## src/hw/rtl/htfd_pkg.sv

```systemverilog
// shared types, constants and crc function of the frame decoder
`default_nettype none
package htfd_pkg;

  localparam logic [7:0]  CRC_POLY = 8'h31;
  localparam logic [7:0]  CRC_INIT = 8'hFF;

  localparam logic [14:0] T_SCALE  = 15'd26703;
  localparam logic [13:0] H_SCALE  = 14'd15259;
  localparam logic [14:0] T_OFFSET = 15'd4500;

  // floor(x / 100000) = floor(floor(x / 32) / 3125)
  // floor(y / 3125) = (y * RECIP) >> RECIP_SHIFT, exact for y < 2**26
  localparam int          PRE_SHIFT   = 5;
  localparam logic [26:0] RECIP       = 27'd87960931;
  localparam int          RECIP_SHIFT = 38;

  typedef struct packed {
    logic        valid;
    logic        ok;
    logic [15:0] temp_raw;
    logic [15:0] hum_raw;
  } htfd_evt_t;

  function automatic logic [7:0] crc8_update(input logic [7:0] crc, input logic [7:0] b);
    logic [7:0] c;
    c = crc ^ b;
    for (int i = 0; i < 8; i++) begin
      if (c[7]) begin
        c = {c[6:0], 1'b0} ^ CRC_POLY;
      end else begin
        c = {c[6:0], 1'b0};
      end
    end
    return c;
  endfunction

endpackage
`default_nettype wire

```

## src/hw/rtl/htfd_frame.sv

```systemverilog
// byte position tracking, word crc checks and held raw values
`default_nettype none
module htfd_frame
  import htfd_pkg::*;
(
  input  wire        clk,
  input  wire        rst_n,
  input  wire        in_valid,
  input  wire        in_ready,
  input  wire  [7:0] data_byte,
  input  wire        frame_start,
  output htfd_evt_t  evt
);

  localparam logic [2:0] POS_T_MSB = 3'd0;
  localparam logic [2:0] POS_T_LSB = 3'd1;
  localparam logic [2:0] POS_T_CRC = 3'd2;
  localparam logic [2:0] POS_H_MSB = 3'd3;
  localparam logic [2:0] POS_H_LSB = 3'd4;
  localparam logic [2:0] POS_H_CRC = 3'd5;
  localparam logic [2:0] POS_IDLE  = 3'd6;

  logic [2:0]  pos_r, pos_nxt, pos;
  logic [7:0]  crc_r, crc_nxt;
  logic [15:0] word_r, word_nxt;
  logic [15:0] pend_r, pend_nxt;
  logic        first_ok_r, first_ok_nxt;
  logic [15:0] temp_held_r, temp_held_nxt;
  logic [15:0] hum_held_r, hum_held_nxt;
  logic        accept;
  logic        frame_ok;

  assign accept = in_valid & in_ready;

  always_comb begin
    pos           = frame_start ? POS_T_MSB : pos_r;
    pos_nxt       = pos_r;
    crc_nxt       = crc_r;
    word_nxt      = word_r;
    pend_nxt      = pend_r;
    first_ok_nxt  = first_ok_r;
    temp_held_nxt = temp_held_r;
    hum_held_nxt  = hum_held_r;
    frame_ok      = first_ok_r && (crc_r == data_byte);
    evt.valid     = 1'b0;
    evt.ok        = frame_ok;
    evt.temp_raw  = frame_ok ? pend_r : temp_held_r;
    evt.hum_raw   = frame_ok ? word_r : hum_held_r;
    if (accept) begin
      pos_nxt = pos;
      unique case (pos)
        POS_T_MSB, POS_H_MSB: begin
          crc_nxt  = crc8_update(CRC_INIT, data_byte);
          word_nxt = {data_byte, 8'h00};
          pos_nxt  = pos + 3'd1;
        end
        POS_T_LSB, POS_H_LSB: begin
          crc_nxt  = crc8_update(crc_r, data_byte);
          word_nxt = word_r | {8'h00, data_byte};
          pos_nxt  = pos + 3'd1;
        end
        POS_T_CRC: begin
          first_ok_nxt = (crc_r == data_byte);
          pend_nxt     = word_r;
          pos_nxt      = pos + 3'd1;
        end
        POS_H_CRC: begin
          if (frame_ok) begin
            temp_held_nxt = pend_r;
            hum_held_nxt  = word_r;
          end
          pos_nxt   = POS_IDLE;
          evt.valid = 1'b1;
        end
        default: begin
          pos_nxt = pos;
        end
      endcase
    end
  end

  always_ff @(posedge clk) begin
    if (!rst_n) begin
      pos_r       <= POS_IDLE;
      crc_r       <= CRC_INIT;
      word_r      <= 16'h0000;
      pend_r      <= 16'h0000;
      first_ok_r  <= 1'b0;
      temp_held_r <= 16'h0000;
      hum_held_r  <= 16'h0000;
    end else begin
      pos_r       <= pos_nxt;
      crc_r       <= crc_nxt;
      word_r      <= word_nxt;
      pend_r      <= pend_nxt;
      first_ok_r  <= first_ok_nxt;
      temp_held_r <= temp_held_nxt;
      hum_held_r  <= hum_held_nxt;
    end
  end

endmodule
`default_nettype wire

```

## src/hw/rtl/htfd_scale.sv

```systemverilog
// three-stage scaling pipeline: gain multiply, divide by 100000, offset and output register
`default_nettype none
module htfd_scale
  import htfd_pkg::*;
(
  input  wire                clk,
  input  wire                rst_n,
  input  wire  htfd_evt_t    evt,
  output logic               in_ready,
  output logic               out_valid,
  input  wire                out_ready,
  output logic               out_ok,
  output logic signed [14:0] out_temp,
  output logic        [13:0] out_hum
);

  logic        rdy1, rdy2, rdy3;

  logic        v1_r, v1_nxt;
  logic        ok1_r;
  logic [30:0] tp1_r, tp1_nxt;
  logic [29:0] hp1_r, hp1_nxt;

  logic        v2_r, v2_nxt;
  logic        ok2_r;
  logic [52:0] tprod;
  logic [51:0] hprod;
  logic [14:0] tq2_r;
  logic [13:0] hq2_r;

  logic        v3_r, v3_nxt;
  logic        ok3_r;
  logic [14:0] temp3_r;
  logic [13:0] hum3_r;

  assign rdy3     = !v3_r | out_ready;
  assign rdy2     = !v2_r | rdy3;
  assign rdy1     = !v1_r | rdy2;
  assign in_ready = rdy1;

  assign v1_nxt = rdy1 ? evt.valid : v1_r;
  assign v2_nxt = rdy2 ? v1_r : v2_r;
  assign v3_nxt = rdy3 ? v2_r : v3_r;

  assign tp1_nxt = {15'd0, evt.temp_raw} * {16'd0, T_SCALE};
  assign hp1_nxt = {14'd0, evt.hum_raw} * {16'd0, H_SCALE};

  assign tprod = {27'd0, tp1_r[30:PRE_SHIFT]} * {26'd0, RECIP};
  assign hprod = {27'd0, hp1_r[29:PRE_SHIFT]} * {25'd0, RECIP};

  always_ff @(posedge clk) begin
    if (!rst_n) begin
      v1_r <= 1'b0;
      v2_r <= 1'b0;
      v3_r <= 1'b0;
    end else begin
      v1_r <= v1_nxt;
      v2_r <= v2_nxt;
      v3_r <= v3_nxt;
    end
  end

  always_ff @(posedge clk) begin
    if (rdy1 & evt.valid) begin
      ok1_r <= evt.ok;
      tp1_r <= tp1_nxt;
      hp1_r <= hp1_nxt;
    end
    if (rdy2 & v1_r) begin
      ok2_r <= ok1_r;
      tq2_r <= tprod[RECIP_SHIFT+14:RECIP_SHIFT];
      hq2_r <= hprod[RECIP_SHIFT+13:RECIP_SHIFT];
    end
    if (rdy3 & v2_r) begin
      ok3_r   <= ok2_r;
      temp3_r <= tq2_r - T_OFFSET;
      hum3_r  <= hq2_r;
    end
  end

  assign out_valid = v3_r;
  assign out_ok    = ok3_r;
  assign out_temp  = $signed(temp3_r);
  assign out_hum   = hum3_r;

endmodule
`default_nettype wire

```

## src/hw/rtl/humidity_temp_frame_decoder_core.sv

```systemverilog
// top level of the humidity and temperature frame decoder
// usage:
//   in channel: one frame byte per transaction; in_tuser high marks the first
//   byte of a six-byte frame (temp msb, lsb, crc, humidity msb, lsb, crc)
//   out channel: one transaction per complete frame, on its sixth byte
//   out_tuser is the frame_ok flag (both crc-8 words matched)
//   result path: the frame tracker raises the event as the sixth byte is taken,
//   then gain multiply stage, divide stage and output register lead to out_tvalid
//   throughput: one input byte per cycle; in_tready is low only when the
//   scaling pipeline is full and the receiver holds out_tready low
//   a failed frame reports the previously held values with frame_ok low
//   bytes outside a frame are dropped without a result
//   reset: byte tracker goes idle until a first-byte flag, held raw values
//   read as zero, pipeline is emptied
//   receiver stall: the output register holds its transaction steady while
//   earlier stages keep filling
`default_nettype none
module humidity_temp_frame_decoder_core
  import htfd_pkg::*;
(
  input  wire         clk,
  input  wire         rst_n,
  input  wire         in_tvalid,
  output logic        in_tready,
  input  wire  [7:0]  in_tdata,   // [7:0] data_byte
  input  wire         in_tuser,   // [0] frame_start
  output logic        out_tvalid,
  input  wire         out_tready,
  output logic [31:0] out_tdata,  // [14:0] temp_centi, [28:15] humidity_centi, [31:29] zero
  output logic        out_tuser   // [0] frame_ok
);

  htfd_evt_t          evt;
  logic signed [14:0] temp_centi;
  logic        [13:0] humidity_centi;

  htfd_frame u_frame (
    .clk         (clk),
    .rst_n       (rst_n),
    .in_valid    (in_tvalid),
    .in_ready    (in_tready),
    .data_byte   (in_tdata),
    .frame_start (in_tuser),
    .evt         (evt)
  );

  htfd_scale u_scale (
    .clk       (clk),
    .rst_n     (rst_n),
    .evt       (evt),
    .in_ready  (in_tready),
    .out_valid (out_tvalid),
    .out_ready (out_tready),
    .out_ok    (out_tuser),
    .out_temp  (temp_centi),
    .out_hum   (humidity_centi)
  );

  assign out_tdata = {3'b000, humidity_centi, temp_centi};

endmodule
`default_nettype wire

```

## config.mk

```make
export PLATFORM = sky130hd
export DESIGN_NAME = humidity_temp_frame_decoder_core
export DESIGN_NICKNAME = d
export VERILOG_FILES = /design/src/hw/rtl/htfd_pkg.sv /design/src/hw/rtl/htfd_frame.sv /design/src/hw/rtl/htfd_scale.sv /design/src/hw/rtl/humidity_temp_frame_decoder_core.sv
export SDC_FILE = /design/constraint.sdc
export NUM_CORES = 2
export LEC_CHECK = 0
export ABC_AREA = 1
export BUFFER_PORTS_ARGS = -buffer_cell sky130_fd_sc_hd__buf_4
export CORE_ASPECT_RATIO = 2
export CORE_MARGIN = 5
export CORE_UTILIZATION = 65
export DETAILED_ROUTE_END_ITERATION = 16
export HOLD_SLACK_MARGIN = 0.06
export PLACE_DENSITY = 0.82
export SYNTH_ARGS = -nofsm -noshare
export SYNTH_HDL_FRONTEND = slang
export SYNTH_SLANG_ARGS = --single-unit
```

## constraint.sdc

```tcl
create_clock -name clk -period 18.2 [get_ports clk]
set_clock_uncertainty 0.15 [all_clocks]
set_input_delay 1.82 -clock clk [delete_from_list [all_inputs] [get_ports clk]]
set_output_delay 1.82 -clock clk [all_outputs]
set_load 0.03 [all_outputs]
```

# After elaboration in Yosys (flattened, before gate mapping)
# Index checks and enable logic that the tools add are counted.
# totals
elab_cells	121
output_inout_bits	35
register_bits	201
# classes
addsub	2
n_eq_ne	6
muxes	52
bitwise_logic	26
mul	4
n_reduce_logical	12
# ops
op	n
two-way mux 8 bit	28
two-way mux 6 bit	16
multiplier 26 x 27 -> 53 bit, second input constant	1
multiplier 25 x 27 -> 52 bit, second input constant	1
inverter 3 bit	16
two-way mux 16 bit	2
one-hot mux 16 bit (2 select lines)	1
multiplier 16 x 15 -> 31 bit, second input constant	1
multiplier 16 x 14 -> 30 bit, second input constant	1
bitwise OR 16 x 8 -> 16 bit	1
one-hot mux 8 bit (2 select lines)	1
subtractor 15 x 13 -> 15 bit, second input constant	1
equality test 8 bit	1
inverter 8 bit	1
bitwise XOR 8 bit	1
equality test 3 x 2 -> 1 bit, second input constant	2
equality test 3 bit, second input constant	2
one-hot mux 3 bit (2 select lines)	1
AND reduction 2 bit	3
OR reduction 5 bit	1
AND 1 bit	4
OR reduction 2 bit	2
adder 3 x 1 -> 3 bit, second input constant	1
equality test 3 x 1 -> 1 bit, second input constant	1
other kinds (7)	12

# Longest topological paths before layout
# logic_depth
ltp_word	33
depth_mapped	34

# Modules after synthesis
# A second synthesis with hierarchy kept.
# hier_totals
cells_unflattened	4978
hier_area_um2	43301.5
# by_module_without_submodules
module	seq_area_each_um2	instances	area_each_um2	cells_each
htfd_scale	3423.3	1	39062.5	4418
htfd_frame	1521.5	1	4212.8	556
humidity_temp_frame_decoder_core	0.0	1	26.3	4

# Least setup slack after synthesis
# No wires, ideal clock.
# synth_path
kind	input-to-reg
startpoint	input port in_tdata[1]
endpoint	register u_scale.hp1_r[28], data pin
path_buffers	2
stages	24
slack_ns	10.525
setup_ns	0.252
arrival_time_ns	7.273
cell_sequence	buf_2 xnor2_4 nand2_2 nor2_8 nand3_4 buf_2 o21ai_1 inv_1 fa_1 inv_1 fa_1 fa_1 fa_1 inv_1 fa_1 inv_1 ha_1 nand2_1 nor2_1 nand4_1 o21ai_0 nand3_1 nand3_1 nand2_1
# synth_lines
element	line_no	source
start, declared	humidity_temp_frame_decoder_core.sv:25	input wire [7:0] in_tdata,
end signal, assigned	htfd_scale.sv:67	hp1_r <= hp1_nxt;
end, declared	htfd_scale.sv:22	logic [29:0] hp1_r, hp1_nxt;

==> results.py <==
metrics = {
    "sta": {
        "min_period_over_period_pct": 47.4,
        "final.setup.tns_ns": 0,
        "max_freq_mhz": 116,
        "hold_viol": 0,
        "max_slew_margin_pct": 23.9,
        "rsz0062_at_grt": "false",
        "finalSetupViolCount": 0,
        "finalCriticalPeriod_ns": 8.63,
        "worstMarginPinSlew_ns": 1.13,
        "drv_slew": 0,
    },
    "synthesis": {
        "yosysWarnings": 0,
        "syn_area_um2": 42900,
        "yosys.cell_types.count": 45,
        "ys_seq_area_share_pct": 11.5,
        "ys.flop_type": "edfxtp_1",
        "synth-seq-cells": 191,
        "synth-edff-count": 112,
        "syn_area_per_cell_um2": 8.58,
        "synth-async-reset-ratio_pct": 0,
        "netlist_instances": 4999,
    },
    "hold_path": {
        "hold_path_class": "flip-flop to flip-flop",
    },
    "routing": {
        "vias": 33700,
        "drc": 0,
        "wl_per_cell_um": 22.6,
        "ant_nets": 0,
        "drt_wl_total_um": 134000,
        "viasPerCell": 5.68,
        "first_iter_violations": 1849,
        "drt_first_pass_iters": 8,
    },
    "setup_path": {
        "cp-end-kind": "flip-flop",
        "path_buf_inv": 5,
        "critical_path.most_common_cell": "fa_1",
        "cp_max_fo": 63,
        "cp_slowest_cell": "o21ai_1",
        "cpPeakStageDelay_ns": 0.84,
        "path_delay_family": "adder cells",
        "path_class": "primary input to flip-flop",
        "required_ns": 18.32,
        "crit_arrival_ns": 8.75,
        "crit_path_cell_trace": "buf_4, xnor2_2, nand2_1, nor2_8, nand3_4, o21ai_1, inv_1, fa_1, inv_1, fa_1, fa_1, fa_1, inv_1, fa_1, inv_1, ha_1, nand2_1, nor2_1, nand4_1, o21ai_0, nand3_1, nand3_1, nand2_1",
        "crit_path_start_kind": "primary input",
    },
    "grt": {
        "grt_pass1_wl_um": 204000,
        "grt.total_usage_pct": 38.6,
        "grt_overflow": 0,
        "gr-usage-met3_pct": 8.67,
        "antenna_found_initial": 6,
        "met2_usage_pct": 69.5,
        "use_met1_pct": 31.9,
        "grt_pass1_vias": 37300,
        "grt_max_degree": 64,
        "busiest_layer": "met2",
    },
    "clock_tree": {
        "cts_buffers": 17,
        "cts_tree": "done",
        "htree_levels": 4,
        "clock_path_buffers": 2,
        "clk_pin_slew_ns": 0.08,
        "cts_root_buffer": "clkbuf_16",
        "cts.sinks": 191,
        "post_cts_resized": 0,
        "postCtsSetupBuffers": 0,
        "postCtsHoldBufs": 0,
        "worstSkewPairLatency_ns": 0.51,
    },
    "finish": {
        "post-route-util_pct": 68.4,
        "syn_to_final_growth_pct": 4.64,
        "drive_gt1_share_pct": 2.35,
        "num-nets-final": 6526,
        "fillers": 5444,
        "postLayoutCellArea_um2": 44900,
    },
    "placed_design": {
        "dp_hpwl_um": 116000,
        "portBuffers": 44,
        "place.gp.congestion": 1.09,
        "dpl_cell_area_um2": 44300,
    },
    "floorplan": {
        "die-area_um2": 71500,
        "start_util_pct": 65.4,
        "dieWidth_um": 192,
        "die_y_um": 373,
        "num_io_pins": 48,
        "rows": 133,
        "core-area_um2": 65600,
    },
    "power_and_ir_drop": {
        "leakage_nw": 25.2,
        "ir_drop_mv": 0.0786,
        "power.density_nw_per_um2": 51.6,
    },
    "run_status": {
        "status": "completed",
    },
    "run": {
        "drv_cap": 0,
    },
}
==> through the flow <==
step                      power (mW)  setup slack [ns]  instances  hold WS [ns]
after floorplan                 1.43             10.52       5001         0.250
after global placement          1.86              9.15       5901         0.251
after detailed placement        1.88              9.06       5901         0.255
after CTS                       2.27              9.59       5933         0.264
after global routing            2.48              9.06       5933         0.284
final                           2.32              9.57       5939         0.261
==> cell type report <==
cell class                      instances  area [um2]  area share [%]
Antenna cell                            6        15.0          0.0335
Inverter                             1433        5380            12.0
Clock inverter                         14         150           0.335
Clock buffer                           18         429           0.957
Timing Repair Buffer                   57         428           0.954
Sequential cell                       191        4940            11.0
Multi-Input combinational cell       3343       32400            72.3
Tap cell                              877        1100            2.45
==> synth_stat cells, types with 3 or more instances <==
| cell type | number | area share (%) |
|---|---|---|
| a211oi_1 | 3 | 0.053 |
| a21boi_0 | 6 | 0.11 |
| a21o_1 | 13 | 0.23 |
| a21oi_1 | 211 | 2.5 |
| a31oi_1 | 8 | 0.12 |
| and2_1 | 3 | 0.044 |
| and3_1 | 3 | 0.044 |
| buf_2 | 9 | 0.11 |
| buf_4 | 3 | 0.053 |
| clkbuf_1 | 19 | 0.17 |
| dfxtp_1 | 79 | 3.7 |
| edfxtp_1 | 112 | 7.8 |
| fa_1 | 681 | 32 |
| ha_1 | 789 | 23 |
| inv_1 | 1429 | 13 |
| inv_2 | 4 | 0.035 |
| nand2_1 | 723 | 6.3 |
| nand2_2 | 6 | 0.088 |
| nand3_1 | 122 | 1.4 |
| nand4_1 | 57 | 0.83 |
| nor2_1 | 294 | 2.6 |
| nor3_1 | 42 | 0.49 |
| o211ai_1 | 4 | 0.070 |
| o21a_1 | 6 | 0.11 |
| o21ai_0 | 177 | 2.1 |
| o21ai_1 | 24 | 0.28 |
| o21bai_1 | 53 | 0.93 |
| or2_2 | 9 | 0.13 |
| xnor2_1 | 28 | 0.57 |
| xnor2_2 | 3 | 0.11 |
| xor2_1 | 62 | 1.3 |
==> final timing paths <==
kind                                        start                   to  slack, ns  cells after the start
worst max-delay path                  in_tdata[6]    u_scale.hp1_r[28]       9.57                     23
worst min-delay path            u_scale.hq2_r[11]  u_scale.out_hum[11]       0.26                      0
worst max register to register   u_frame.crc_r[6]    u_scale.hp1_r[28]      10.63                     22
worst min register to register  u_scale.hq2_r[11]  u_scale.out_hum[11]       0.26                      0
==> placed cells by master, fill, tap and decap left out, drive strengths merged, types with 2 or more instances in the layout <==
master,instances
diode,6
and3,3
nand3b,2
a211oi,3
buf,57
a21boi,7
nand4,57
clkinv,7
nor2,296
ha,789
a21o,13
a31oi,8
o21bai,53
conb,3
nor3,42
xor2,62
o211ai,4
or2,9
clkbuf,18
a21oi,211
o21a,6
and2,3
nand3,123
nand2,729
fa,681
inv,1439
o21ai,202
dfxtp,79
xnor2,33
edfxtp,112
==> cell families (layout without fill, tap and decap cells) <==
kind of cell	after synthesis	in the layout	share of synthesized area [%]
fa+ha+maj	1470	1470	54.8
buf+inv	1467	1522	12.9
simple gates	1265	1265	12.1
compound gates	510	510	6.53
flops	191	191	11.5
xor+xnor	95	95	2.08
other cells	1	9	0.00875
==> registers in the layout, summed over array words and instances, names as in the netlist <==
register,count
u_frame.pos_r,3
u_scale.out_valid,1
u_frame.word_r,16
u_frame.pend_r,16
u_scale.out_hum,14
u_frame.first_ok_r,1
u_frame.crc_r,8
u_frame.hum_held_r,16
u_scale.tq2_r,15
u_scale.out_ok,1
u_scale.hq2_r,14
u_scale.ok1_r,1
u_scale.out_temp,15
u_scale.tp1_r,26
u_scale.v1_r,1
u_frame.temp_held_r,16
u_scale.hp1_r,25
u_scale.v2_r,1
u_scale.ok2_r,1
==> layer usage <==
layer  up-vias  part of all wire [%]
met5         -                     0
met4         0                    14
met3       792                   5.3
met2      1326                    53
met1     16200                    28
li1      15400                     -
==> power by group <==
part / internal (mW) / total [mW] / leakage, nW / switching, mW
clock network: 0.182 / 0.380 / 0.279 / 0.198
registers: 0.474 / 0.485 / 1.68 / 0.0105
logic: 0.479 / 1.45 / 23.2 / 0.974
total: 1.13 / 2.32 / 25.2 / 1.18
Note: power is estimated with default switching activity, not from simulation.
